==> config.mk <==
export PLATFORM = sky130hd
export DESIGN_NAME = cfd_out_buf
export DESIGN_NICKNAME = d
export VERILOG_FILES = /design/src/hdl/cfd_pkg.sv /design/src/hdl/cfd_out_buf.sv
export SDC_FILE = /design/constraint.sdc
export NUM_CORES = 1
export LEC_CHECK = 0
export ABC_AREA = 1
export ABC_CLOCK_PERIOD_IN_PS = 13200
export BUFFER_PORTS_ARGS = -buffer_cell sky130_fd_sc_hd__buf_2
export CORE_MARGIN = 1
export CORE_UTILIZATION = 30
export CTS_CLUSTER_SIZE = 30
export DETAILED_ROUTE_END_ITERATION = 16
export PLACE_DENSITY_LB_ADDON = 0.15
export SETUP_SLACK_MARGIN = 0.05
export SYNTH_ARGS = -nofsm -noshare
export SYNTH_HDL_FRONTEND = slang
export SYNTH_SLANG_ARGS = --single-unit
==> constraint.sdc <==
create_clock -name clk_i -period 13.2 [get_ports clk_i]
set_clock_uncertainty 0.1 [all_clocks]
set_input_delay 2.64 -clock clk_i [delete_from_list [all_inputs] [get_ports clk_i]]
set_output_delay 2.64 -clock clk_i [all_outputs]
set_load 0.05 [all_outputs]
==> src/hdl/cfd_pkg.sv <==
// Shared types, constants and CRC step functions for the frame deframer.
`default_nettype none

package cfd_pkg;

  // Phase of the receive state machine, one-hot
  typedef enum logic [6:0] {
    PH_HUNT1 = 7'b0000001,
    PH_HUNT2 = 7'b0000010,
    PH_HEAD  = 7'b0000100,
    PH_HCRC  = 7'b0001000,
    PH_PAY   = 7'b0010000,
    PH_CRCL  = 7'b0100000,
    PH_CRCH  = 7'b1000000
  } phase_e;

  typedef enum logic [1:0] {
    ST_OK       = 2'd0,
    ST_BAD_HCRC = 2'd1,
    ST_BAD_LEN  = 2'd2,
    ST_BAD_PCRC = 2'd3
  } status_e;

  localparam logic KIND_PAYLOAD = 1'b0;
  localparam logic KIND_STATUS  = 1'b1;

  // Register map: index is paddr[3:2]
  localparam int unsigned REG_ADDR_W = 4;
  localparam logic [1:0] REG_SOF_FIRST   = 2'd0;
  localparam logic [1:0] REG_SOF_SECOND  = 2'd1;
  localparam logic [1:0] REG_MAX_PAYLOAD = 2'd2;

  localparam logic [7:0]  SOF_FIRST_RST   = 8'h55;
  localparam logic [7:0]  SOF_SECOND_RST  = 8'hAA;
  localparam logic [15:0] MAX_PAYLOAD_RST = 16'd4096;

  localparam logic [7:0]  CRC8_POLY  = 8'h07;
  localparam logic [7:0]  CRC8_INIT  = 8'h00;
  localparam logic [15:0] CRC16_POLY = 16'h1021;
  localparam logic [15:0] CRC16_INIT = 16'hFFFF;
  localparam logic [15:0] SKIP_MAX   = 16'hFFFF;

  // Header field positions counted from the first marker byte
  localparam logic [15:0] POS_TYPE    = 16'd2;
  localparam logic [15:0] POS_SEQ     = 16'd3;
  localparam logic [15:0] POS_ACK_LO  = 16'd4;
  localparam logic [15:0] POS_ACK_HI  = 16'd5;
  localparam logic [15:0] POS_LEN_LO  = 16'd6;
  localparam logic [15:0] POS_HDR_END = 16'd8;

  typedef struct packed {
    logic [7:0]  sof_first;
    logic [7:0]  sof_second;
    logic [15:0] max_payload;
  } cfg_t;

  typedef struct packed {
    logic        kind;
    logic [7:0]  payload_byte;
    logic [1:0]  status;
    logic [7:0]  frame_type;
    logic [7:0]  sequence_res;
    logic [15:0] ack_number;
    logic [15:0] payload_length;
    logic [15:0] skipped_bytes;
  } res_t;

  function automatic logic [7:0] crc8_step(input logic [7:0] c, input logic [7:0] b);
    logic [7:0] r;
    r = c ^ b;
    for (int i = 0; i < 8; i++) begin
      r = r[7] ? ({r[6:0], 1'b0} ^ CRC8_POLY) : {r[6:0], 1'b0};
    end
    return r;
  endfunction

  function automatic logic [15:0] crc16_step(input logic [15:0] c, input logic [7:0] b);
    logic [15:0] r;
    r = c ^ {b, 8'h00};
    for (int i = 0; i < 8; i++) begin
      r = r[15] ? ({r[14:0], 1'b0} ^ CRC16_POLY) : {r[14:0], 1'b0};
    end
    return r;
  endfunction

endpackage

`default_nettype wire

==> src/hdl/cfd_out_buf.sv <==
// Two-entry result buffer between the deframing logic and the result channel.
`default_nettype none

module cfd_out_buf
  import cfd_pkg::*;
(
  input  wire logic clk_i,
  input  wire logic rst_ni,
  input  wire logic push_i,
  input  wire res_t data_i,
  output      logic space_o,
  output      logic valid_o,
  input  wire logic ready_i,
  output      res_t data_o
);

  res_t       entry_q [2];
  logic       wr_q;
  logic       rd_q;
  logic [1:0] cnt_q;
  logic       pop;

  assign valid_o = (cnt_q != 2'd0);
  assign space_o = (cnt_q != 2'd2);
  assign pop     = valid_o && ready_i;
  assign data_o  = entry_q[rd_q];

  always_ff @(posedge clk_i or negedge rst_ni) begin
    if (!rst_ni) begin
      wr_q  <= 1'b0;
      rd_q  <= 1'b0;
      cnt_q <= 2'd0;
    end else begin
      if (push_i) begin
        wr_q <= !wr_q;
      end
      if (pop) begin
        rd_q <= !rd_q;
      end
      if (push_i && !pop) begin
        cnt_q <= cnt_q + 2'd1;
      end else if (pop && !push_i) begin
        cnt_q <= cnt_q - 2'd1;
      end
    end
  end

  always_ff @(posedge clk_i) begin
    if (push_i) begin
      entry_q[wr_q] <= data_i;
    end
  end

endmodule

`default_nettype wire

==> summary.txt <==
Synth
  – Synth cell types: 14
  – Synth top area share: 79.2%
  – Area fraction in compound gates after synthesis: 0%
  – Mux share of post-synthesis cell area: 0%
  – Synth area leader: edfxtp_1
  – Syn Area/Cell: 13.5 µm²
  – Main combinational cell family by area after synthesis: simple AND/OR/NAND/NOR gates
  – Post-synthesis instance total: 420
  – Yosys reg bits: 154
  – Part of the Yosys area used for sequential elements: 80.9%
  – Syn Nets: 500
  – Syn. warnings: 0
  – Post-Synth XOR/XNOR Area: 0.308%
  – Post-Synth Adder-Cell Area: 0.220%
  – Post-Syn Area: 5690 µm²
  – Area contributors post-synth: edfxtp_1 (79%), nand2_1 (16%), dfrtp_1 (1.8%)
  – Post-Synth Simple-Gate Area: 15.9%

Critical path
  – Worst setup endpoint: data_o[4]
  – Worst Setup SP: rd_q
  – CP startpoint kind: flop
  – Worst r2r src: wr_q
  – WP data arrival: 2.34 ns
  – Worst reg2reg path depth: 2
  – Worst Path Max Fanout: 45
  – Reg2reg end: entry_q[0][32]
  – CP required: 10.46 ns
  – Critical path class: reg -> out
  – Endpoint class of the critical path: output port
  – Reg-to-reg slack, setup: 11.00 ns

Placed design
  – Dpl hpwl: 7120 µm
  – Routability-driven placement congestion ratio: 0.690
  – Port Buffer Count: 155
  – Cells after DPL: 796
  – Cell Area, Placed: 6670 µm²

Floorplan
  – Initial cell density of the core: 30.5%
  – Die width: 140 µm
  – Row count: 50
  – Num ports: 156
  – Core ar.: 18600 µm²
  – DIE AREA: 19500 µm²
  – Die Y: 140 µm

Power
  – Pwr per Cell Area: 274 nW/µm²
  – Leak: 3.11 nW
  – Worst vdd ir: 0.000105 V

Clocking
  – Htree depth: 4
  – Worst-Skew Late Latency: 0.41 ns
  – CTS resizes: 0
  – Clock transition at the registers of the reported paths: 0.05 ns
  – CTS tree: built
  – Post-CTS repair timing setup buffer count: 0
  – Root Driver: clkbuf_16
  – Clock buffer depth: 2
  – Clock sink total: 154
  – Post-cts hold buffer count: 0
  – Total CTS buffers: 17

Layout
  – Number of nets in the layout: 661
  – Layout area overhead: 27.1%
  – Post-route cell area: 7230 µm²
  – Commonest non-fill, non-tap cell in the layout: nand2_1
  – Fillcell total: 1846
  – Most frequent cells in the layout: nand2_1 (235), buf_2 (155), edfxtp_1 (150), clkbuf_16 (17), clkinv_2 (6)
  – Post-layout util: 38.8%
  – Share of cells above drive strength 1: 32.2%
  – Non-Filler Instances: 824
  – Diode count: 0

STA
  – Hold slack: 0.400 ns
  – Max-slew violations: 0
  – Slew Limit Headroom: 40.3%
  – Hold Vio Cnt, Final: 0
  – Max Fclk: 0.197 GHz
  – Worst Tran Pin Value: 0.895 ns
  – Setup TNS Final: 0 ns
  – Crit path time final: 5.08 ns
  – Post-route clock period utilization: 38.5%
  – Final setup vio count: 0
  – Unrepaired setup endpoints after global routing: no

Detailed routing
  – Drt total wl: 12000 µm
  – DR vias: 3497
  – DR iter-0 viols: 122
  – Via/cell ratio: 4.24
  – Number of remaining DRC errors: 0
  – Detail Route Antenna Nets: 0
  – Pre-antenna DRT Iters: 4
  – Avg WL per Cell: 14.5 µm

Global route
  – Largest net degree at the start of global routing: 77
  – GR Util met3: 5.06%
  – GR Overflow Total: 0
  – Vias in the first global route: 3649
  – Initial antenna violation count: 0
  – GRT Max-Usage Layer: met2
  – First-pass GRT wire length: 19100 µm
  – Grt met1 use: 15.6%
  – Total track usage: 13.0%
  – Met2 global-route usage: 20.7%

Worst hold path
  – Hold/Removal Path Class: reg -> reg
  – Worst hold stages: 1

Status
  – Status: complete, no violations

Flow run
  – Max-cap violations: 0
## stage by stage
step	worst slack [ns]	power [W]
3_3_place_gp	8.52	0.00153
4_1_cts	8.04	0.00201
3_5_place_dp	8.49	0.00154
6_report	8.12	0.00198
5_1_grt	7.89	0.00209
2_1_floorplan	6.77	0.00134
## layout make-up
class | count | area [µm²] | share of cell area [%]
Sequential cell | 154 | 4610 | 63.7
Timing Repair Buffer | 159 | 806 | 11.1
Multi-Input combinational cell | 242 | 940 | 13.0
Clock inverter | 10 | 130 | 1.80
Clock buffer | 18 | 429 | 5.94
Tap cell | 234 | 293 | 4.05
Inverter | 7 | 27.5 | 0.381
## worst min path at each step
stage                  start        to  slack, ns
detailed placement  cnt_q[0]  cnt_q[0]       0.39
global route        cnt_q[1]  cnt_q[1]       0.45
finish              cnt_q[0]  cnt_q[0]       0.40
floorplan           cnt_q[1]  cnt_q[1]       0.36
CTS                 cnt_q[0]  cnt_q[0]       0.41
global placement    cnt_q[1]  cnt_q[1]       0.39
## where the power goes
part | switching (W) | total (W) | internal [W]
logic | 0.000684 | 0.000836 | 0.000152
registers | 0.0000231 | 0.000674 | 0.000651
clock network | 0.000181 | 0.000471 | 0.000291
total | 0.000888 | 0.00198 | 0.00109
## cell usage after synthesis (all sizes together)
master / number
buf: 17
dfrtp: 4
edfxtp: 150
ha: 1
inv: 7
nand2: 235
nand3: 2
nand4: 1
nor2: 1
xnor2: 1
xor2: 1
## worst max-delay path: stages (launching register included)
cell	delay, ns
dfrtp_2	0.40
inv_2	0.46
buf_4	0.57
nand2_1	0.10
nand2_1	0.10
buf_2	0.27
## cells by family (layout without fill, tap and decap cells)
logic type | Yosys count | count (layout)
AND/OR/NAND/NOR | 239 | 239
flip-flops | 154 | 154
XOR/XNOR | 2 | 2
buffers and inverters | 24 | 194
adder cells (fa/ha/maj) | 1 | 1
## per-layer routing
metal	vias to the layer above	part of all wire (%)
met4	0	1.2
met5	-	0
met2	115	46
met1	1645	44
met3	11	8.1
li1	1726	-
## state kept, by name (all words and copies together) (netlist names)
| name | flops |
|---|---|
| wr_q | 1 |
| rd_q | 1 |
| cnt_q | 2 |
| entry_q | 150 |
No activity file was read; power rests on OpenSTA's default activity.
