## src/hdl/cfd_pkg.sv

```systemverilog
// Shared types, constants and CRC step functions for the frame deframer.
`default_nettype none

package cfd_pkg;

  // Phase of the receive state machine, one-hot
  typedef enum logic [6:0] {
    PH_HUNT1 = 7'b0000001,
    PH_HUNT2 = 7'b0000010,
    PH_HEAD  = 7'b0000100,
    PH_HCRC  = 7'b0001000,
    PH_PAY   = 7'b0010000,
    PH_CRCL  = 7'b0100000,
    PH_CRCH  = 7'b1000000
  } phase_e;

  typedef enum logic [1:0] {
    ST_OK       = 2'd0,
    ST_BAD_HCRC = 2'd1,
    ST_BAD_LEN  = 2'd2,
    ST_BAD_PCRC = 2'd3
  } status_e;

  localparam logic KIND_PAYLOAD = 1'b0;
  localparam logic KIND_STATUS  = 1'b1;

  // Register map: index is paddr[3:2]
  localparam int unsigned REG_ADDR_W = 4;
  localparam logic [1:0] REG_SOF_FIRST   = 2'd0;
  localparam logic [1:0] REG_SOF_SECOND  = 2'd1;
  localparam logic [1:0] REG_MAX_PAYLOAD = 2'd2;

  localparam logic [7:0]  SOF_FIRST_RST   = 8'h55;
  localparam logic [7:0]  SOF_SECOND_RST  = 8'hAA;
  localparam logic [15:0] MAX_PAYLOAD_RST = 16'd4096;

  localparam logic [7:0]  CRC8_POLY  = 8'h07;
  localparam logic [7:0]  CRC8_INIT  = 8'h00;
  localparam logic [15:0] CRC16_POLY = 16'h1021;
  localparam logic [15:0] CRC16_INIT = 16'hFFFF;
  localparam logic [15:0] SKIP_MAX   = 16'hFFFF;

  // Header field positions counted from the first marker byte
  localparam logic [15:0] POS_TYPE    = 16'd2;
  localparam logic [15:0] POS_SEQ     = 16'd3;
  localparam logic [15:0] POS_ACK_LO  = 16'd4;
  localparam logic [15:0] POS_ACK_HI  = 16'd5;
  localparam logic [15:0] POS_LEN_LO  = 16'd6;
  localparam logic [15:0] POS_HDR_END = 16'd8;

  typedef struct packed {
    logic [7:0]  sof_first;
    logic [7:0]  sof_second;
    logic [15:0] max_payload;
  } cfg_t;

  typedef struct packed {
    logic        kind;
    logic [7:0]  payload_byte;
    logic [1:0]  status;
    logic [7:0]  frame_type;
    logic [7:0]  sequence_res;
    logic [15:0] ack_number;
    logic [15:0] payload_length;
    logic [15:0] skipped_bytes;
  } res_t;

  function automatic logic [7:0] crc8_step(input logic [7:0] c, input logic [7:0] b);
    logic [7:0] r;
    r = c ^ b;
    for (int i = 0; i < 8; i++) begin
      r = r[7] ? ({r[6:0], 1'b0} ^ CRC8_POLY) : {r[6:0], 1'b0};
    end
    return r;
  endfunction

  function automatic logic [15:0] crc16_step(input logic [15:0] c, input logic [7:0] b);
    logic [15:0] r;
    r = c ^ {b, 8'h00};
    for (int i = 0; i < 8; i++) begin
      r = r[15] ? ({r[14:0], 1'b0} ^ CRC16_POLY) : {r[14:0], 1'b0};
    end
    return r;
  endfunction

endpackage

`default_nettype wire

```

## src/hdl/cfd_apb_regs.sv

```systemverilog
// APB configuration registers: marker bytes and payload length limit.
`default_nettype none

module cfd_apb_regs
  import cfd_pkg::*;
(
  input  wire logic                  clk_i,
  input  wire logic                  rst_ni,
  input  wire logic                  psel,
  input  wire logic                  penable,
  input  wire logic                  pwrite,
  input  wire logic [REG_ADDR_W-1:0] paddr,
  input  wire logic [31:0]           pwdata,
  output      logic [31:0]           prdata,
  output      logic                  pready,
  output      cfg_t                  cfg_o
);

  cfg_t       cfg_q;
  logic       wr_en;
  logic [1:0] reg_idx;

  assign reg_idx = paddr[REG_ADDR_W-1:2];
  assign wr_en   = psel && penable && pwrite;
  assign pready  = 1'b1;
  assign cfg_o   = cfg_q;

  always_ff @(posedge clk_i or negedge rst_ni) begin
    if (!rst_ni) begin
      cfg_q.sof_first   <= SOF_FIRST_RST;
      cfg_q.sof_second  <= SOF_SECOND_RST;
      cfg_q.max_payload <= MAX_PAYLOAD_RST;
    end else if (wr_en) begin
      unique case (reg_idx)
        REG_SOF_FIRST:   cfg_q.sof_first   <= pwdata[7:0];
        REG_SOF_SECOND:  cfg_q.sof_second  <= pwdata[7:0];
        REG_MAX_PAYLOAD: cfg_q.max_payload <= pwdata[15:0];
        default: ;
      endcase
    end
  end

  always_comb begin
    unique case (reg_idx)
      REG_SOF_FIRST:   prdata = {24'd0, cfg_q.sof_first};
      REG_SOF_SECOND:  prdata = {24'd0, cfg_q.sof_second};
      REG_MAX_PAYLOAD: prdata = {16'd0, cfg_q.max_payload};
      default:         prdata = 32'd0;
    endcase
  end

endmodule

`default_nettype wire

```

## config.mk

```make
export PLATFORM = sky130hd
export DESIGN_NAME = cfd_apb_regs
export DESIGN_NICKNAME = d
export VERILOG_FILES = /design/src/hdl/cfd_pkg.sv /design/src/hdl/cfd_apb_regs.sv
export SDC_FILE = /design/constraint.sdc
export NUM_CORES = 1
export LEC_CHECK = 0
export BUFFER_PORTS_ARGS = -buffer_cell sky130_fd_sc_hd__buf_2
export CAP_MARGIN = 20
export CORE_ASPECT_RATIO = 1.5
export CORE_UTILIZATION = 46
export CTS_BUF_LIST = sky130_fd_sc_hd__clkbuf_8
export CTS_CLUSTER_SIZE = 24
export DETAILED_ROUTE_END_ITERATION = 8
export GPL_ROUTABILITY_DRIVEN = 1
export GPL_TIMING_DRIVEN = 0
export PLACE_DENSITY = 0.85
export SLEW_MARGIN = 20
export SYNTH_ARGS = -nofsm -noshare
export SYNTH_HDL_FRONTEND = slang
export SYNTH_SLANG_ARGS = --single-unit
```

## constraint.sdc

```tcl
create_clock -name clk_i -period 2.1 [get_ports clk_i]
set_input_delay 0 -clock clk_i [delete_from_list [all_inputs] [get_ports clk_i]]
set_output_delay 0 -clock clk_i [all_outputs]
set_load 0.05 [all_outputs]
```

==> summary by stage, run 1 <==
Yosys
Counting instances in the post-synthesis netlist gives the leading cell types as 32 x sky130_fd_sc_hd__mux2_2, 23 x sky130_fd_sc_hd__dfrtp_1, 17 x sky130_fd_sc_hd__buf_4. The synthesized netlist devotes 0% of its cell area to adder and majority cells. Multiplexer cells account for around 28% of the synthesized area.

The number of warning messages in the yosys log is 0. The largest family of logic cells by synthesized area is multiplexers. After Yosys synthesis, XOR and XNOR cells account for 0% of the synthesized area.

The area fraction in and, or, nand and nor cells after synthesis is under 10%. After synthesis, the mean cell area works out to 12.7 um2. The synthesized-area fraction occupied by ao, oa, aoi and oai cells is under 10%. The share of the Yosys chip area taken by registers is between 50% and 60%. Summed over all instances, the cell type with the most area after synthesis is sky130_fd_sc_hd__dfrtp_1.

By area the synthesized netlist is led by sky130_fd_sc_hd__dfrtp_1 36%, sky130_fd_sc_hd__mux2_2 23%, sky130_fd_sc_hd__dfstp_2 15%, sky130_fd_sc_hd__buf_4 8.0%, sky130_fd_sc_hd__mux2i_1 5.0%. The cell count after synthesis came out at around 130. The synthesized netlist occupies a cell area of 1590 um2. In this run, synthesis inferred 0 flip-flops with an integrated enable.

The top cell type by area accounts for 36.1% of the synthesized area. Yosys mapped the design onto 16 distinct sky130hd cell types. The most used flip-flop cell after synthesis is sky130_fd_sc_hd__dfrtp_1. The synthesized design contains 32 register bits. Yosys instantiated no cell more often than sky130_fd_sc_hd__mux2_2. After synthesis, the share of flip-flops with an asynchronous set or reset is 100%.

Worst setup path
For this run, the slowest stage of the critical path takes around 0.37 ns. The worst register-to-register path has a setup slack of 1.32 ns. The most numerous cell type found on the critical path is sky130_fd_sc_hd__buf_2. The source of the critical timing path is paddr[3]. The critical path start-end classification is in -> out. The element type at the critical path start is an input port. The arrival time of data at the critical path endpoint is between 1 and 1.5 ns. The startpoint of the lowest-slack register-to-register path is cfg_o[6]$_DFFE_PN0P_. The signal on the critical path passes through buf_2 > buf_2 > nor2b_1 > buf_2 > nand2_1 > o21ai_0 > buf_2. Of all nets on the critical path, the largest fanout is 10. The worst path buffer plus inverter count is 4. The worst endpoint required time is 2.10 ns. The kind of cell with the highest combined delay along the critical path is buffers and inverters. In this run the worst setup path terminates at prdata[6]. The endpoint of the lowest-slack register-to-register path is cfg_o[6]$_DFFE_PN0P_. The cell with the largest stage delay on the worst path is sky130_fd_sc_hd__nor2b_1. The kind of capture point of the worst setup path is a primary output. For the worst flop-to-flop path, the logic depth is 1.

In this run the number of cells on the critical path is 7.

STA
Setup repair after global routing left no endpoint under its margin. The final number of hold-violating endpoints is 0. After layout, the worst path uses 70.3% of the clock period.

In this run the tightest slew margin relative to its limit is 53.3%. The max-slew violation count is 0. The accumulated negative setup slack is 0 ns.

The hold slack is between 0.2 and 0.25 ns. Across all setup checks in the final design, the least slack found is 0.623 ns. The maximum clock frequency is 677 MHz. For the final database, setup skew stands at 0 ns.

Counting I/O delays and the setup requirement, the final critical path takes 1.48 ns. The total of endpoints with negative setup slack in the final report is 0. For the pin with the worst max-slew slack, the measured transition is 0.696 ns.

Placed design
Once placement finished, the instance area stood at 2050 um2. The minimum setup slack after placement is 0.613 ns. Input and output buffers added on the ports amount to 70. The final estimated routing congestion in global placement is 0.660. The post-detailed-placement half-perimeter wirelength is 2510 um.

Layout
The layout has approximately 250 filler cells. The register with the most flip-flops in the layout has 32 of them. Cells fill between 70% and 80% of the core in the end.

The area growth from synthesis to layout is 47.3%. The net count reported at finish is 275. The final design instance area without fill is 2350 um2.

The count of inserted antenna diode cells is 0. Of the cells placed in the final design, the portion with a size suffix greater than 1 is 61.3%.

CTS
The CTS clock-pin slew for the worst setup and hold paths is 0.06 ns. The number of clock sinks is 32. The clock passes through at most 2 buffers. Counting the buffers created by CTS gives 5.

The clock root buffer master is sky130_fd_sc_hd__clkbuf_8. The H-tree was split into 2 levels. At the later pin of the worst-skew pair, clock insertion delay measures around 0.28 ns. TritonCTS built the clock tree.

Routing
The number of detailed-routing iterations run before antenna repair is 4. For this block, the initial DRC count from the detailed router was 16. The average vias per placed instance is 4.78. Wires add up to 3660 um. The routed length per placed instance is approximately 13 um. In this run the remaining antenna-violating nets after routing total 0.

In the routed design, unresolved DRC markers number 0. The overall via count from detail_route is 1315.

Floorplanning
For this configuration, the core starts out at a cell density of between 40 and 50%. The horizontal die dimension is 50.0 um. The die height is 74.1 um. The die area is 3710 um2. The placeable core region is 3220 um2.

The number of rows created at floorplan is 25. The number of top-level pins is approximately 110.

Pwr
The analysis attributes to cell leakage a power of about 1.2 nW. The largest vdd supply drop is 816 uV. Dividing total power by cell area gives a power density of 1180 nW/um2.

Run status
The run finished with clean final reports.

Global route
The first global-routing pass estimated around 5600 um of wire. The via count of the first global-routing pass came to 1251. The largest net degree at the start of global routing is 33. The global-route usage over all layers is a little over a fifth. The initial antenna violation count is 0. The total overflow left after global routing is 0.

Hold path
In this run the worst hold path is classified as in -> reg. In this run the most critical hold path is launched from paddr[2].

Run
The number of max-capacitance violations reported is 0.
[cells in the final DEF (no fill, tap or decap)]
cell type and n:
sky130_fd_sc_hd__buf_2 73, sky130_fd_sc_hd__mux2_2 32, sky130_fd_sc_hd__dfrtp_1 23, sky130_fd_sc_hd__buf_4 17, sky130_fd_sc_hd__conb_1 17, sky130_fd_sc_hd__dlygate4sd3_1 17, sky130_fd_sc_hd__dfstp_2 9, sky130_fd_sc_hd__and2_1 8
sky130_fd_sc_hd__mux2i_1 8, sky130_fd_sc_hd__nand2_1 8, sky130_fd_sc_hd__o21ai_0 8, sky130_fd_sc_hd__clkbuf_8 7, sky130_fd_sc_hd__buf_6 2, sky130_fd_sc_hd__nor2b_1 1, sky130_fd_sc_hd__nand3_2 1, sky130_fd_sc_hd__or3b_1 1
sky130_fd_sc_hd__nor3b_2 1, sky130_fd_sc_hd__nor3_2 1, sky130_fd_sc_hd__bufinv_16 1
[stage by stage]
step,power (mW),cells
2_1_floorplan,1.85,140
3_3_place_gp,2.10,250
3_5_place_dp,2.12,250
4_1_cts,2.78,275
5_1_grt,2.88,275
6_report,2.77,275
[worst min path at each step]
stage               slack, ns  cells after the start               endpoint
CTS                      0.21                      3   cfg_o[2]$_DFFE_PN0P_
finish                   0.21                      3   cfg_o[2]$_DFFE_PN0P_
global placement         0.07                      1  cfg_o[15]$_DFFE_PN0P_
floorplan               -0.30                      0   cfg_o[0]$_DFFE_PN0P_
detailed placement       0.08                      1  cfg_o[15]$_DFFE_PN0P_
global route             0.21                      3  cfg_o[15]$_DFFE_PN0P_
[where the power goes]
part	switching [mW]	leakage (nW)	internal (mW)
Clock	0.215	0.0645	0.418
Sequential	0.103	0.376	0.791
Combinational	0.914	0.779	0.324
Total	1.23	1.22	1.53
[kinds of logic after synthesis]
logic type             after synthesis
multiplexers                        40
flip-flops                          32
buffers and inverters               22
AND/OR/NAND/NOR                     21
AO/OA/AOI/OAI                        8
other                                2
[timing repair]
action / in CTS / in global routing
buffers inserted: 0 / 0
hold endpoints to repair: 55 / 0
hold buffers: 17 / 0
gates resized for setup: 0 / 0
[routing by layer]
metal	up-vias	routed length, um	track usage, %
met5	-	0	0
met1	644	1350	22.1
met2	60	2060	39.3
met4	0	26	8.57
met3	2	216	6.34
li1	609	-	-
[cell type report]
type / count / area [um2] / share of cell area (%)
Multi-Input combinational cell: 86 / 672 / 28.6
Buffer: 22 / 165 / 7.04
Tap cell: 40 / 50.0 / 2.13
Clock buffer: 7 / 96.3 / 4.11
Clock inverter: 1 / 30.0 / 1.28
Timing Repair Buffer: 87 / 520 / 22.2
Sequential cell: 32 / 812 / 34.6
(Power assumes the default switching activity.)
==> run 2: changes to the inputs <==
--- a/config.mk
+++ b/config.mk
@@ -8,13 +8,13 @@
 export BUFFER_PORTS_ARGS = -buffer_cell sky130_fd_sc_hd__buf_2
 export CAP_MARGIN = 20
 export CORE_ASPECT_RATIO = 1.5
-export CORE_UTILIZATION = 46
+export CORE_UTILIZATION = 39
 export CTS_BUF_LIST = sky130_fd_sc_hd__clkbuf_8
 export CTS_CLUSTER_SIZE = 24
 export DETAILED_ROUTE_END_ITERATION = 8
 export GPL_ROUTABILITY_DRIVEN = 1
 export GPL_TIMING_DRIVEN = 0
-export PLACE_DENSITY = 0.85
+export PLACE_DENSITY = 0.76
 export SLEW_MARGIN = 20
 export SYNTH_ARGS = -nofsm -noshare
 export SYNTH_HDL_FRONTEND = slang
==> constraint.sdc (replaced) <==
create_clock -name clk_i -period 1.34 [get_ports clk_i]
set_input_delay 0 -clock clk_i [delete_from_list [all_inputs] [get_ports clk_i]]
set_output_delay 0 -clock clk_i [all_outputs]
set_load 0.05 [all_outputs]
==> run 2 against run 1 <==
Clock skew unchanged. Sequential power is 58% higher. Core utilization fell by 13 points. Clock power rose by 5.7%. Via count down 1.9%. Global-route usage fell by 0.91 points. Critical endpoint is now prdata[0]. Largest power group unchanged.
==> summary by stage, run 2 (synthesized netlist as in run 1, its figures left out) <==
Layout
The leading cell type in the layout, fill and taps excluded is sky130_fd_sc_hd__buf_2. The core utilization of the finished layout is 60.0% (-13 points). From synthesis to final layout, the design area changed by 47.8%. In the layout the commonest cells are 68 x sky130_fd_sc_hd__buf_2, 32 x sky130_fd_sc_hd__mux2_2, 23 x sky130_fd_sc_hd__dfrtp_1. The fraction of final layout cells with drive strength greater than 1 came to 64.5% (+3.3 points).

The flip-flop count of the largest register, all copies and words added is 32 (unchanged). The count of inserted antenna diode cells was 0 (unchanged). The number of filler instances in the final layout is 341 (+39%). The final design instance area without fill came to 2350 um2 (+0.32%). The net count reported at finish is 275 (unchanged). The final standard cell count with taps included and fillers excluded is 279 (+1.5%).

CTS
TritonCTS built the clock tree. The number of clock sinks is 32 (unchanged). The clock latency on the worst-skew pair is 0.28 ns (about the same). The maximum number of buffers from clock root to sink was 2 (unchanged). The number of buffers inserted during clock tree synthesis came to 5 (unchanged). The tree is rooted in a sky130_fd_sc_hd__clkbuf_8. The H-tree level count is 2 (unchanged). The number of buffers added for setup after CTS was 0 (unchanged). The CTS clock-pin slew for the worst setup and hold paths is 0.06 ns (about the same).

Pwr
The switching component of the power was 1.94 mW (+58%). The relative contribution of sequential cells to total power came to 34.6% (+2.3 points). The total power after layout was 4.06 mW (+47%). The part of the power in combinational logic is 48.9% (+4.1 points). The clock network fraction of design power is 16.5% (-6.4 points). The internal power is 2.12 mW (+38%). The largest vdd supply drop is 1190 uV (+46%). The leakage component of the power is 1.22 nW (about the same). The power density relative to cell area is 1730 nW/um2 (+46%).

The net switching fraction of the power is 47.9% (+3.3 points).

Worst setup path
The worst setup path is launched from a flip-flop. The worst endpoint required time was 1.34 ns (-0.76 ns). The worst setup path is captured at a primary output. The maximum fanout encountered on the critical timing path is 3 (-7).

The arrival time of data at the critical path endpoint is 1.28 ns (-0.20 ns). The critical path start-end classification is reg -> out.

Floorplanning
The die area came to 4350 um2 (+17%). The placeable core region is 3920 um2 (+22%). The number of top-level pins is 106 (unchanged). The die height was 80.3 um (+8.4%). The starting density of the core is 40.6% (-8.8 points). The horizontal die dimension is 54.2 um (+8.3%).

The number of rows created at floorplan came to 28 (+12%).

STA
The accumulated negative setup slack is 0 ns (unchanged). The total of endpoints with negative setup slack in the final report came to 0 (unchanged). The setup slack after layout is 0.0631 ns (-0.560 ns). The slew at the pin closest to its max-slew limit came to 0.768 ns (+0.0719 ns). The final critical-path required period is 1.28 ns. The final setup skew is 0 ns (unchanged). Derived from the worst setup path, the maximum achievable clock frequency is 783 MHz. The final clock period utilization by the worst path is 95.3%. Setup repair after global routing left no endpoint under its margin.

The worst-case headroom to the max-slew limit is 48.5% (-4.8 points). The max-slew violation count is 0 (unchanged). The final number of hold-violating endpoints was 0 (unchanged). The hold slack is 0.208 ns (-0.00490 ns).

Global route
The global-route usage over all layers was 20.3% (-0.91 points). The initial antenna violation count is 0 (unchanged). The via count of the first global-routing pass is 1334 (+6.6%). The total grt overflow is 0 (unchanged). The global-route wire length before repair is 6200 um (+9.8%).

The largest net degree at the start of global routing is 33 (unchanged).

Placed design
The post-detailed-placement half-perimeter wirelength came to 2610 um (+3.9%). The count of port buffers added during placement is 70 (unchanged). The final estimated routing congestion in global placement is 0.721 (+9.3%). The number of instances in the placed design was 255 (+2.0%). The instance area after placement is 2090 um2 (+1.8%). The minimum setup slack after placement is -0.237 ns (-0.850 ns).

Routing
The DRC marker count from the first detailed-route iteration is 8 (-8). The overall via count from detail_route is 1290 (-1.9%). The uppermost layer routed is met4.

The remaining routing DRC violations was 0 (unchanged). The routed length per placed instance came to 13.8 um (+3.6%). The number of detailed-routing iterations run before antenna repair is 4 (unchanged). The post-route antenna net violation count is 0 (unchanged). The post-route met1 wirelength is 1370 um (+1.2%). The detailed route wirelength on metal2 was 2100 um (+2.0%). The overall routed net length is 3840 um (+5.1%). The met3 wirelength from detailed routing is 303 um (+40%). The average vias per placed instance is 4.62 (-3.3%).

Run
The number of max-capacitance violations reported is 0 (unchanged).

Hold path
The min-delay analysis places its worst path in the category in -> reg.

Run status
The flow ran to the end, and the final reports show no timing, DRC or antenna violations.
-- run 2: changes by cell type in the layout (fill, tap and decap cells not counted) --
cell                        delta
sky130_fd_sc_hd__nor2b_1       -1
sky130_fd_sc_hd__clkbuf_4      +3
sky130_fd_sc_hd__clkinv_2      +1
sky130_fd_sc_hd__o21ai_2       +8
sky130_fd_sc_hd__clkbuf_8      -2
sky130_fd_sc_hd__bufinv_16     -1
sky130_fd_sc_hd__o21ai_0       -8
sky130_fd_sc_hd__inv_1         +1
sky130_fd_sc_hd__buf_4         +2
sky130_fd_sc_hd__nor2b_4       +1
sky130_fd_sc_hd__buf_2         -5
-- run 2: critical path, stage by stage, from the launching register on --
cell,delay (ns)
sky130_fd_sc_hd__dfstp_2,0.54
sky130_fd_sc_hd__mux2i_1,0.08
sky130_fd_sc_hd__o21ai_2,0.11
sky130_fd_sc_hd__buf_2,0.27
-- run 2: final cells by class --
| cell class | count | area, um2 | share of cell area (%) |
|---|---|---|---|
| Timing Repair Buffer | 87 | 528 | 22.4 |
| Tap cell | 45 | 56.3 | 2.39 |
| Clock buffer | 5 | 68.8 | 2.92 |
| Multi-Input combinational cell | 86 | 709 | 30.1 |
| Buffer | 22 | 170 | 7.23 |
| Sequential cell | 32 | 812 | 34.5 |
| Clock inverter | 2 | 8.76 | 0.372 |
-- run 2: final timing paths --
check | from | endpoint | slack, ns | cells past startpoint
worst min-delay path | paddr[2] | cfg_o[2]$_DFFE_PN0P_ | 0.21 | 3
worst max-delay path | cfg_o[24]$_DFFE_PN1P_ | prdata[0] | 0.06 | 3
min in group asynchronous | rst_ni | cfg_o[10]$_DFFE_PN0P_ | 0.31 | 2
worst min register to register | cfg_o[18]$_DFFE_PN0P_ | cfg_o[18]$_DFFE_PN0P_ | 0.53 | 1
worst max register to register | cfg_o[13]$_DFFE_PN0P_ | cfg_o[13]$_DFFE_PN0P_ | 0.54 | 1
max in group asynchronous | rst_ni | cfg_o[20]$_DFFE_PN0P_ | 0.58 | 2
-- run 2: timing repair --
item	in CTS	in global routing
setup endpoints to repair	10	9
resized for setup	3	4
endpoints found under the hold margin	55	0
hold buffers	17	0
-- run 2: layer usage --
metal | vias up | global-route usage, %
met4 | 0 | 8.21
met2 | 68 | 36.8
met3 | 5 | 5.68
met5 | - | 0
li1 | 607 | -
met1 | 610 | 20.6
-- run 2: power groups by stage --
stage               Clock (mW)  Combinational [mW]  Sequential [mW]
CTS                      0.690                1.98             1.40
floorplan                    0               0.724             2.21
detailed placement           0                1.94             1.42
global route             0.738                2.08             1.44
global placement             0                1.92             1.41
finish                   0.670                1.99             1.41
