--- config.mk ---
export PLATFORM = sky130hd
export DESIGN_NAME = cfd_core
export DESIGN_NICKNAME = d
export VERILOG_FILES = /design/src/hdl/cfd_pkg.sv /design/src/hdl/cfd_core.sv
export SDC_FILE = /design/constraint.sdc
export NUM_CORES = 1
export LEC_CHECK = 0
export BUFFER_PORTS_ARGS = -buffer_cell sky130_fd_sc_hd__buf_2
export CAP_MARGIN = 20
export CORE_MARGIN = 2
export CORE_UTILIZATION = 45
export CTS_BUF_LIST = sky130_fd_sc_hd__clkbuf_8 sky130_fd_sc_hd__clkbuf_16
export DETAILED_ROUTE_END_ITERATION = 16
export SLEW_MARGIN = 20
export SYNTH_ARGS = -nofsm -noshare
export SYNTH_HDL_FRONTEND = slang
export SYNTH_SLANG_ARGS = --single-unit
export TNS_END_PERCENT = 5
--- constraint.sdc ---
create_clock -name clk_i -period 7.69 [get_ports clk_i]
set_input_delay 1.1535 -clock clk_i [delete_from_list [all_inputs] [get_ports clk_i]]
set_output_delay 1.1535 -clock clk_i [all_outputs]
set_load 0.02 [all_outputs]
--- src/hdl/cfd_pkg.sv ---
// Shared types, constants and CRC step functions for the frame deframer.
`default_nettype none

package cfd_pkg;

  // Phase of the receive state machine, one-hot
  typedef enum logic [6:0] {
    PH_HUNT1 = 7'b0000001,
    PH_HUNT2 = 7'b0000010,
    PH_HEAD  = 7'b0000100,
    PH_HCRC  = 7'b0001000,
    PH_PAY   = 7'b0010000,
    PH_CRCL  = 7'b0100000,
    PH_CRCH  = 7'b1000000
  } phase_e;

  typedef enum logic [1:0] {
    ST_OK       = 2'd0,
    ST_BAD_HCRC = 2'd1,
    ST_BAD_LEN  = 2'd2,
    ST_BAD_PCRC = 2'd3
  } status_e;

  localparam logic KIND_PAYLOAD = 1'b0;
  localparam logic KIND_STATUS  = 1'b1;

  // Register map: index is paddr[3:2]
  localparam int unsigned REG_ADDR_W = 4;
  localparam logic [1:0] REG_SOF_FIRST   = 2'd0;
  localparam logic [1:0] REG_SOF_SECOND  = 2'd1;
  localparam logic [1:0] REG_MAX_PAYLOAD = 2'd2;

  localparam logic [7:0]  SOF_FIRST_RST   = 8'h55;
  localparam logic [7:0]  SOF_SECOND_RST  = 8'hAA;
  localparam logic [15:0] MAX_PAYLOAD_RST = 16'd4096;

  localparam logic [7:0]  CRC8_POLY  = 8'h07;
  localparam logic [7:0]  CRC8_INIT  = 8'h00;
  localparam logic [15:0] CRC16_POLY = 16'h1021;
  localparam logic [15:0] CRC16_INIT = 16'hFFFF;
  localparam logic [15:0] SKIP_MAX   = 16'hFFFF;

  // Header field positions counted from the first marker byte
  localparam logic [15:0] POS_TYPE    = 16'd2;
  localparam logic [15:0] POS_SEQ     = 16'd3;
  localparam logic [15:0] POS_ACK_LO  = 16'd4;
  localparam logic [15:0] POS_ACK_HI  = 16'd5;
  localparam logic [15:0] POS_LEN_LO  = 16'd6;
  localparam logic [15:0] POS_HDR_END = 16'd8;

  typedef struct packed {
    logic [7:0]  sof_first;
    logic [7:0]  sof_second;
    logic [15:0] max_payload;
  } cfg_t;

  typedef struct packed {
    logic        kind;
    logic [7:0]  payload_byte;
    logic [1:0]  status;
    logic [7:0]  frame_type;
    logic [7:0]  sequence_res;
    logic [15:0] ack_number;
    logic [15:0] payload_length;
    logic [15:0] skipped_bytes;
  } res_t;

  function automatic logic [7:0] crc8_step(input logic [7:0] c, input logic [7:0] b);
    logic [7:0] r;
    r = c ^ b;
    for (int i = 0; i < 8; i++) begin
      r = r[7] ? ({r[6:0], 1'b0} ^ CRC8_POLY) : {r[6:0], 1'b0};
    end
    return r;
  endfunction

  function automatic logic [15:0] crc16_step(input logic [15:0] c, input logic [7:0] b);
    logic [15:0] r;
    r = c ^ {b, 8'h00};
    for (int i = 0; i < 8; i++) begin
      r = r[15] ? ({r[14:0], 1'b0} ^ CRC16_POLY) : {r[14:0], 1'b0};
    end
    return r;
  endfunction

endpackage

`default_nettype wire

--- src/hdl/cfd_core.sv ---
// Byte input register and single-pass deframing state machine with CRC checks.
`default_nettype none

module cfd_core
  import cfd_pkg::*;
(
  input  wire logic       clk_i,
  input  wire logic       rst_ni,
  input  wire logic       in_valid_i,
  input  wire logic [7:0] in_byte_i,
  output      logic       in_ready_o,
  input  wire cfg_t       cfg_i,
  input  wire logic       space_i,
  output      logic       res_valid_o,
  output      res_t       res_o
);

  logic        in_vld_q;
  logic [7:0]  byte_q;
  logic        adv;

  phase_e      phase_q, phase_d;
  logic [15:0] pos_q, pos_d;
  logic [7:0]  hcrc_q, hcrc_d;
  logic [15:0] bcrc_q, bcrc_d;
  logic [7:0]  type_q, type_d;
  logic [7:0]  seq_q, seq_d;
  logic [15:0] ack_q, ack_d;
  logic [15:0] len_q, len_d;
  logic [7:0]  crc_lo_q, crc_lo_d;
  logic [15:0] skip_q, skip_d;

  logic [15:0] pos_inc;
  logic [15:0] skip_sat;
  logic [15:0] skip_sat2;
  logic [7:0]  hcrc_upd;
  logic [15:0] bcrc_upd;
  logic        res_vld;
  res_t        res;

  // Work on the held word once the result buffer has room
  assign adv        = in_vld_q && space_i;
  assign in_ready_o = !in_vld_q || space_i;

  always_ff @(posedge clk_i or negedge rst_ni) begin
    if (!rst_ni) begin
      in_vld_q <= 1'b0;
    end else if (in_ready_o) begin
      in_vld_q <= in_valid_i;
    end
  end

  always_ff @(posedge clk_i) begin
    if (in_ready_o && in_valid_i) begin
      byte_q <= in_byte_i;
    end
  end

  assign pos_inc   = pos_q + 16'd1;
  assign skip_sat  = (skip_q == SKIP_MAX) ? skip_q : skip_q + 16'd1;
  assign skip_sat2 = (skip_sat == SKIP_MAX) ? skip_sat : skip_sat + 16'd1;
  assign hcrc_upd  = crc8_step(hcrc_q, byte_q);
  assign bcrc_upd  = crc16_step(bcrc_q, byte_q);

  always_comb begin
    phase_d  = phase_q;
    pos_d    = pos_q;
    hcrc_d   = hcrc_q;
    bcrc_d   = bcrc_q;
    type_d   = type_q;
    seq_d    = seq_q;
    ack_d    = ack_q;
    len_d    = len_q;
    crc_lo_d = crc_lo_q;
    skip_d   = skip_q;
    res_vld  = 1'b0;

    res.kind           = KIND_STATUS;
    res.payload_byte   = 8'd0;
    res.status         = ST_OK;
    res.frame_type     = type_q;
    res.sequence_res   = seq_q;
    res.ack_number     = ack_q;
    res.payload_length = len_q;
    res.skipped_bytes  = skip_q;

    unique case (phase_q)
      PH_HUNT2: begin
        if (byte_q == cfg_i.sof_second) begin
          hcrc_d  = hcrc_upd;
          bcrc_d  = CRC16_INIT;
          pos_d   = POS_TYPE;
          phase_d = PH_HEAD;
        end else if (byte_q == cfg_i.sof_first) begin
          // Broken marker: count the stale first byte, restart on this one
          skip_d  = skip_sat;
          hcrc_d  = crc8_step(CRC8_INIT, byte_q);
          phase_d = PH_HUNT2;
        end else begin
          skip_d  = skip_sat2;
          phase_d = PH_HUNT1;
        end
      end
      PH_HEAD: begin
        hcrc_d = hcrc_upd;
        bcrc_d = bcrc_upd;
        unique case (pos_q)
          POS_TYPE:   type_d = byte_q;
          POS_SEQ:    seq_d  = byte_q;
          POS_ACK_LO: ack_d  = {ack_q[15:8], byte_q};
          POS_ACK_HI: ack_d  = {byte_q, ack_q[7:0]};
          POS_LEN_LO: len_d  = {len_q[15:8], byte_q};
          default:    len_d  = {byte_q, len_q[7:0]};
        endcase
        pos_d = pos_inc;
        if (pos_inc >= POS_HDR_END || pos_inc < POS_TYPE) begin
          phase_d = PH_HCRC;
        end
      end
      PH_HCRC: begin
        bcrc_d = bcrc_upd;
        if (byte_q != hcrc_q || len_q > cfg_i.max_payload) begin
          res_vld    = 1'b1;
          res.status = (byte_q != hcrc_q) ? ST_BAD_HCRC : ST_BAD_LEN;
          skip_d     = 16'd0;
          pos_d      = 16'd0;
          phase_d    = PH_HUNT1;
        end else begin
          pos_d   = 16'd0;
          phase_d = (len_q == 16'd0) ? PH_CRCL : PH_PAY;
        end
      end
      PH_PAY: begin
        bcrc_d = bcrc_upd;
        pos_d  = pos_inc;
        if (pos_inc >= len_q) begin
          phase_d = PH_CRCL;
        end
        res_vld           = 1'b1;
        res.kind          = KIND_PAYLOAD;
        res.payload_byte  = byte_q;
        res.skipped_bytes = 16'd0;
      end
      PH_CRCL: begin
        crc_lo_d = byte_q;
        phase_d  = PH_CRCH;
      end
      PH_CRCH: begin
        res_vld    = 1'b1;
        res.status = ({byte_q, crc_lo_q} == bcrc_q) ? ST_OK : ST_BAD_PCRC;
        skip_d     = 16'd0;
        pos_d      = 16'd0;
        phase_d    = PH_HUNT1;
      end
      default: begin
        // Hunting for the first marker
        if (byte_q == cfg_i.sof_first) begin
          hcrc_d  = crc8_step(CRC8_INIT, byte_q);
          phase_d = PH_HUNT2;
        end else begin
          skip_d  = skip_sat;
          phase_d = PH_HUNT1;
        end
      end
    endcase
  end

  always_ff @(posedge clk_i or negedge rst_ni) begin
    if (!rst_ni) begin
      phase_q  <= PH_HUNT1;
      pos_q    <= 16'd0;
      hcrc_q   <= CRC8_INIT;
      bcrc_q   <= CRC16_INIT;
      type_q   <= 8'd0;
      seq_q    <= 8'd0;
      ack_q    <= 16'd0;
      len_q    <= 16'd0;
      crc_lo_q <= 8'd0;
      skip_q   <= 16'd0;
    end else if (adv) begin
      phase_q  <= phase_d;
      pos_q    <= pos_d;
      hcrc_q   <= hcrc_d;
      bcrc_q   <= bcrc_d;
      type_q   <= type_d;
      seq_q    <= seq_d;
      ack_q    <= ack_d;
      len_q    <= len_d;
      crc_lo_q <= crc_lo_d;
      skip_q   <= skip_d;
    end
  end

  assign res_valid_o = adv && res_vld;
  assign res_o       = res;

`ifndef SYNTHESIS
  a_payload_only_in_pay: assert property (@(posedge clk_i) disable iff (!rst_ni)
    (res_valid_o && res_o.kind == KIND_PAYLOAD) |-> (phase_q == PH_PAY))
    else $error("payload word emitted outside payload phase");

  a_status_restarts_hunt: assert property (@(posedge clk_i) disable iff (!rst_ni)
    (res_valid_o && res_o.kind == KIND_STATUS) |=> (phase_q == PH_HUNT1 && skip_q == 16'd0))
    else $error("status word not followed by a fresh hunt");

  a_head_position_range: assert property (@(posedge clk_i) disable iff (!rst_ni)
    (phase_q == PH_HEAD) |-> (pos_q >= POS_TYPE && pos_q < POS_HDR_END))
    else $error("header position out of range");

  a_pay_position_range: assert property (@(posedge clk_i) disable iff (!rst_ni)
    (phase_q == PH_PAY) |-> (pos_q < len_q))
    else $error("payload position beyond frame length");
`endif

endmodule

`default_nettype wire

==> metrics.yaml, run 1 <==
cells_and_area:
  layout-area-overhead-vs-synth_pct: 15.5
  multi_input_area_mm2: 0.00506
  ff_latch_area_mm2: 0.00326
  drive_above_1_share: 0.249
  n_fill_cell: 1784
  n_antenna_cell: 0
  fin_nets: 1112
synth:
  yosysTopAreaCellShare: 0.296
  syn_nets: 1022
  postSynthCellCount: 938
  synthFlopType: "dfrtp_1"
  async_flop_share: 0.938
  synth_cell_type_count: 69
  synth_area_leaders: "dfrtp_1 30%, mux2_2 8.1%, ha_1 5.7%"
  postSynthAreaPerCell_um2: 9.30
  synthTopCellsByCount: "103 x dfrtp_1, 76 x nand2_1, 63 x mux2_2"
  ys_warn_count: 0
  synth_seq_cells: 128
  netlist_area_mm2: 0.00872
  synth.most_common_cell: "dfrtp_1"
  synth_edf_count: 8
  yosysTopAreaCell: "dfrtp_1"
  yosysSeqAreaShare: 0.374
sta:
  setup_viol: 0
  fin_tns_setup_ns: 0
  maxSlewHeadroom: 0.285
  layout_setup_ws_ns: 3.33
  finalCritPeriodShare: 0.568
  fin_crit_ns: 4.36
  worstMarginPinSlew_ns: 1.06
  fmaxAchievable_mhz: 229
  hold_violations: 0
  final-max-slew-violation-count: 0
  whs_ns: 0.478
  finClkSkew_ns: 0.0120
  grt_setup_unrepaired: "false"
cts:
  cts.sinks: 128
  cts_tree: "done"
  cts_buffers: 17
  h-tree-depth: 4
  cts-resized-gates: 0
  cts_buffer_depth: 2
  root_buffer: "clkbuf_16"
  cts.clk_slew.worst_paths_ns: 0.07
  clk_latency_ns: 0.43
  ctsHoldBuffers: 0
  cts_setup_buffers: 0
global_routing:
  grt_use_total: 0.235
  grt_max_degree: 64
  antenna_found_initial: 0
  grt_pass1_vias: 7108
  grt_first_pass_wirelength_mm: 37.8
  grt_overflow_total: 0
power:
  leakagePower_nw: 4.64
  p_total_mw: 1.81
  ir_drop_v: 0.000151
  pwr_density_cell_mw_per_mm2: 179
setup_path:
  worstReg2RegStart: "skip_q[0]"
  end_kind: "output pin"
  worstSetupPathType: "input port to output pin"
  slowest_delay_ns: 0.55
  arrival_ns: 3.21
  cp_slowest_cell: "o31ai_1"
  cp_top_family: "compound AO/OA/AOI/OAI gates"
  path_cells: "buf_2, inv_1, ha_1, nor2b_1, o211ai_1, a21oi_1, o31ai_1, a31oi_1, o21ai_0, a21oi_1, buf_2"
  critPathMaxFanout: 3
  crit_start: "cfg_i[1]"
  reg2reg_depth: 12
  cp_data_required_time_ns: 6.54
  worst_r2r_endpoint: "skip_q[5]"
  endpoint: "res_valid_o"
  cp-start-kind: "input port"
  reg2reg_slack_ns: 3.53
  crit_cells: 11
  path_buf_inv: 3
die:
  dieHeight_um: 143
  die_w_um: 143
  start_util: 0.462
  io_pins: 121
  fp-row-count: 50
  dieArea_mm2: 0.0205
  core_mm2: 0.0189
route:
  remaining_drc_errors: 0
  vias_per_cell: 5.56
  vias: 7235
  drt_wl_total_mm: 23.0
  routedWlPerCell_um: 17.7
  ant_nets: 0
  drt_iter0_markers: 445
  dr.pass1.iters: 5
placement:
  gp_congestion: 0.894
  io_buffers: 120
  dpl.hpwl_mm: 16.4
  post-place-ws_ns: 3.31
worst_hold_path:
  min_path_type: "flop to flop"
flow_run:
  drv_cap: 0
outcome:
  outcome: "finished, final reports clean"
[routing by layer]
layer  up-vias  global-route usage  part of all wire
met5         -                   0                 0
li1       3558                   -                 -
met1      3491               0.333              0.48
met3        21              0.0469             0.045
met4         0              0.0506            0.0099
met2       165               0.374              0.46
[area by class of cell]
class | count | share of cell area
sequential | 128 | 0.324
timing repair buffer | 128 | 0.0658
multi-input combinational | 711 | 0.502
clock inverter | 15 | 0.0180
clock buffer | 17 | 0.0422
inverter | 42 | 0.0157
tap | 260 | 0.0323
[worst reg2reg max path: stages (launching register included)]
cell	delay, ns
dfrtp_1	0.60
ha_1	0.61
nand3_1	0.12
or4_1	0.62
xor2_1	0.22
ha_1	0.24
nand2_1	0.07
a31oi_1	0.04
and3_1	0.26
and4_1	0.30
a211oi_1	0.50
mux2_2	0.40
o21ai_1	0.11
[how the worst min path moves through the flow]
stage	end	cells past startpoint	from	slack, ns
3_5_place_dp	ack_q[11]	2	ack_q[11]	0.47
6_report	ack_q[11]	2	ack_q[11]	0.48
5_1_grt	ack_q[11]	2	ack_q[11]	0.51
2_1_floorplan	bcrc_q[11]	2	bcrc_q[11]	0.49
3_3_place_gp	ack_q[11]	2	ack_q[11]	0.46
4_1_cts	ack_q[11]	2	ack_q[11]	0.48
[cell usage in the layout (no fill, tap or decap), types with 6 or more instances in the layout]
cell type,count
a211oi_1,7
a21oi_1,46
a22o_1,8
a31oi_1,8
and2_1,34
and4_1,9
buf_2,119
buf_4,9
clkbuf_16,17
dfrtp_1,103
dfstp_2,17
edfxtp_1,8
ha_1,40
inv_1,42
inv_8,7
mux2_2,63
mux2i_1,6
nand2_1,76
nand2b_1,10
nand3_1,26
nand4_1,21
nor2_1,60
nor2b_1,6
nor3_1,13
nor4_1,18
o21ai_0,42
o21ai_1,7
o22ai_1,6
o31ai_1,12
or3_1,9
xnor2_1,54
xor2_1,45
[kinds of logic (layout without fill, tap and decap cells)]
kind of cell / after synthesis / after routing / synth area share
flops: 128 / 128 / 0.374
simple gates: 315 / 315 / 0.192
buf+inv: 99 / 202 / 0.0460
fa+ha+maj: 40 / 40 / 0.0574
compound gates: 188 / 188 / 0.143
xor+xnor: 99 / 99 / 0.0994
mux: 69 / 69 / 0.0882
[stage by stage]
step	std cells	util	instance area (µm²)
after floorplan	938	-	8720
final	1301	0.533	10100
after detailed placement	1269	0.501	9470
after global routing	1301	0.533	10100
after CTS	1301	0.533	10100
after global placement	1269	0.501	9470
[sequential cells by signal, summed over array words and instances (netlist names)]
register  flops
hcrc_q        8
pos_q        16
phase_q       7
ack_q        16
len_q        16
in_vld_q      1
crc_lo_q      8
skip_q       16
byte_q        8
bcrc_q       16
seq_q         8
type_q        8
[report_power, final]
group	internal [mW]	total, mW	switching, mW	leakage (nW)
Sequential	0.697	0.734	0.0373	1.67
Combinational	0.0964	0.233	0.137	2.68
Clock	0.468	0.839	0.370	0.298
(Power assumes the default switching activity.)
==> run 2, diff against run 1 <==
- ABC_AREA: default -> 1
- PLACE_DENSITY: default -> 0.67
- clock period: 7.69 -> 3.8 ns (I/O delays scaled with it)
==> run 2 against run 1 <==
First-iteration DRC count increased by 43%. Clock skew shrank 0.0019 ns. Critical endpoint unchanged. Flip-flop and latch count unchanged. Combinational power rose to 4.9 times the previous value.
==> metrics.yaml, run 2 <==
cts:
  clk_latency_ns: 0.43  # about the same
  cts.clk_slew.worst_paths_ns: 0.07  # about the same
  ctsHoldBuffers: 0  # unchanged
  cts_buffers: 17  # unchanged
  cts_tree: "done"
  root_buffer: "clkbuf_16"
  cts_buffer_depth: 2  # unchanged
  cts-resized-gates: 0  # unchanged
  cts.sinks: 128  # unchanged
  h-tree-depth: 4  # unchanged
  cts_setup_buffers: 0  # unchanged
cells_and_area:
  multi_input_area_mm2: 0.00481  # -4.8%
  layout_common_cells: "298 x nand2_1, 149 x inv_1, 119 x buf_2, 103 x dfrtp_1, 99 x nor2_1"
  final_area_mm2: 0.0103  # +2.4%
  fin_nets: 1392  # +25%
  final_common_cell: "nand2_1"
  n_antenna_cell: 0  # unchanged
  n_fill_cell: 1907  # +6.9%
  ff_latch_area_mm2: 0.00326  # unchanged
  drive_above_1_share: 0.191  # -0.0580
  layout-area-overhead-vs-synth_pct: 16.3
setup_path:
  reg2reg_depth: 16  # +4
  worstReg2RegStart: "pos_q[0]"
  end_kind: "output pin"
  arrival_ns: 2.58  # -0.63 ns
  cp-start-kind: "flop"
  reg2reg_slack_ns: 0.85  # -2.68 ns
  worst_r2r_endpoint: "phase_q[6]"
  worstSetupPathType: "flop to output pin"
  critPathMaxFanout: 7  # +4
  cp_data_required_time_ns: 3.23  # -3.31 ns
outcome:
  outcome: "finished, final reports clean"
route:
  routedWlPerCell_um: 15.0  # -15%
  ant_nets: 0  # unchanged
  drt_wl_total_mm: 23.8  # +3.8%
  dr.pass1.iters: 5  # unchanged
  drt_iter0_markers: 637  # +43%
  vias: 8175  # +13%
  vias_per_cell: 5.15  # -7.3%
  remaining_drc_errors: 0  # unchanged
synth:
  synth_compound_area_frac: 0.111  # -0.0319
  synth_seq_cells: 128  # unchanged
  postSynthAreaPerCell_um2: 7.42  # -20%
  yosysTopAreaCell: "dfrtp_1"
  synth_xor_area_frac: 0.0719  # -0.0275
  syn_nets: 1279  # +25%
  synth_top_family_by_area: "simple AND/OR/NAND/NOR gates"
  netlist_area_mm2: 0.00887  # +1.7%
  ys_warn_count: 0  # unchanged
  synth-simple-area-share: 0.302  # +0.110
  synthTopCellsByCount: "298 x nand2_1, 149 x inv_1, 103 x dfrtp_1"
  synth.most_common_cell: "nand2_1"
  synth_edf_count: 8  # unchanged
  yosysTopAreaCellShare: 0.291  # -0.00500
  synth_area_leaders: "dfrtp_1 29%, nand2_1 13%, inv_1 6.3%"
  async_flop_share: 0.938  # unchanged
  synthFlopType: "dfrtp_1"
  synth_cell_type_count: 56  # -19%
  synthMuxAreaShare: 0.00127  # -0.0870
  yosysSeqAreaShare: 0.368  # -0.00633
  postSynthCellCount: 1195  # +27%
  synth_fa_ha_area_frac: 0.0564  # -0.000971
global_routing:
  grt_first_pass_wirelength_mm: 39.0  # +3.2%
  grt_pass1_vias: 7649  # +7.6%
  grt_max_degree: 66  # +3.1%
  grt_use_total: 0.239  # +0.00368
  antenna_found_initial: 0  # unchanged
  grt_overflow_total: 0  # unchanged
die:
  die_w_um: 144  # +0.83%
  io_pins: 121  # unchanged
  fp-row-count: 51  # +2.0%
  dieHeight_um: 144  # +0.83%
  start_util: 0.457  # -0.00429
  dieArea_mm2: 0.0209  # +1.7%
  core_mm2: 0.0194  # +2.7%
flow_run:
  drv_cap: 0  # unchanged
placement:
  io_buffers: 120  # unchanged
  placed_area_mm2: 0.00971  # +2.6%
  dpl.hpwl_mm: 17.7  # +8.2%
  gp_congestion: 0.918  # +2.6%
sta:
  maxSlewHeadroom: 0.487  # +0.202
  final-max-slew-violation-count: 0  # unchanged
  hold_violations: 0  # unchanged
  fin_tns_setup_ns: 0  # unchanged
  setup_viol: 0  # unchanged
  finClkSkew_ns: 0.0101  # -0.00188 ns
  worstMarginPinSlew_ns: 0.770  # -0.294 ns
  grt_setup_unrepaired: "false"
  fmaxAchievable_mhz: 317
  finalCritPeriodShare: 0.830
  fin_crit_ns: 3.15
power:
  leakagePower_nw: 5.30  # +14%
  ir_drop_v: 0.000359  # +140%
  pwr_density_cell_mw_per_mm2: 431  # +140%
worst_hold_path:
  min_path_type: "input port to asynchronous set/reset pin"
[run 2: logic make-up after synthesis]
kind of cell,after synthesis
flip-flops,128
AND/OR/NAND/NOR,583
multiplexers,1
buffers and inverters,200
adder cells (fa/ha/maj),40
XOR/XNOR,72
AO/OA/AOI/OAI,171
[run 2: final cells by class]
| class | count | share of cell area |
|---|---|---|
| multi-input combinational | 867 | 0.467 |
| sequential | 128 | 0.316 |
| timing repair buffer | 128 | 0.0655 |
| inverter | 166 | 0.0610 |
| clock buffer | 19 | 0.0450 |
| tap | 265 | 0.0321 |
| clock inverter | 13 | 0.0135 |
[run 2: critical path: stages, from the launching register on]
cell	delay [ns]
edfxtp_1	0.58
xnor2_1	0.45
ha_1	0.22
nand2_1	0.06
nor2_1	0.17
nand2_1	0.07
o21ai_0	0.26
a21oi_1	0.15
buf_2	0.19
[run 2: per-layer routing]
layer,vias to the layer above,routed length (µm),track usage
li1,4114,-,-
met1,3824,11500,0.337
met2,199,10800,0.376
met3,38,926,0.0325
met4,0,543,0.0853
met5,-,0,0
[run 2: power breakdown]
part,internal [mW],switching (mW)
registers,1.48,0.123
logic,0.417,0.733
clock network,0.982,0.706
total,2.88,1.56
[run 2: how the worst max path moves through the flow]
stage,start,to,cells after the start
2_1_floorplan,pos_q[0],phase_q[6],16
3_3_place_gp,cfg_i[15],res_valid_o,12
3_5_place_dp,pos_q[0],phase_q[6],16
4_1_cts,byte_q[7],res_o[65],7
5_1_grt,pos_q[0],phase_q[6],16
6_report,byte_q[6],res_valid_o,8
[run 2: metrics by stage]
stage           util  power [mW]  std cells  hold WS [ns]  worst slack (ns)
6_report       0.532        4.45       1586         0.192             0.647
5_1_grt        0.532        4.71       1586         0.260             0.462
4_1_cts        0.532        4.45       1586         0.223             0.676
3_5_place_dp   0.501        2.77       1554         0.464             0.928
3_3_place_gp   0.501        2.75       1554         0.458             0.991
2_1_floorplan      -        2.47       1195         0.274              1.36
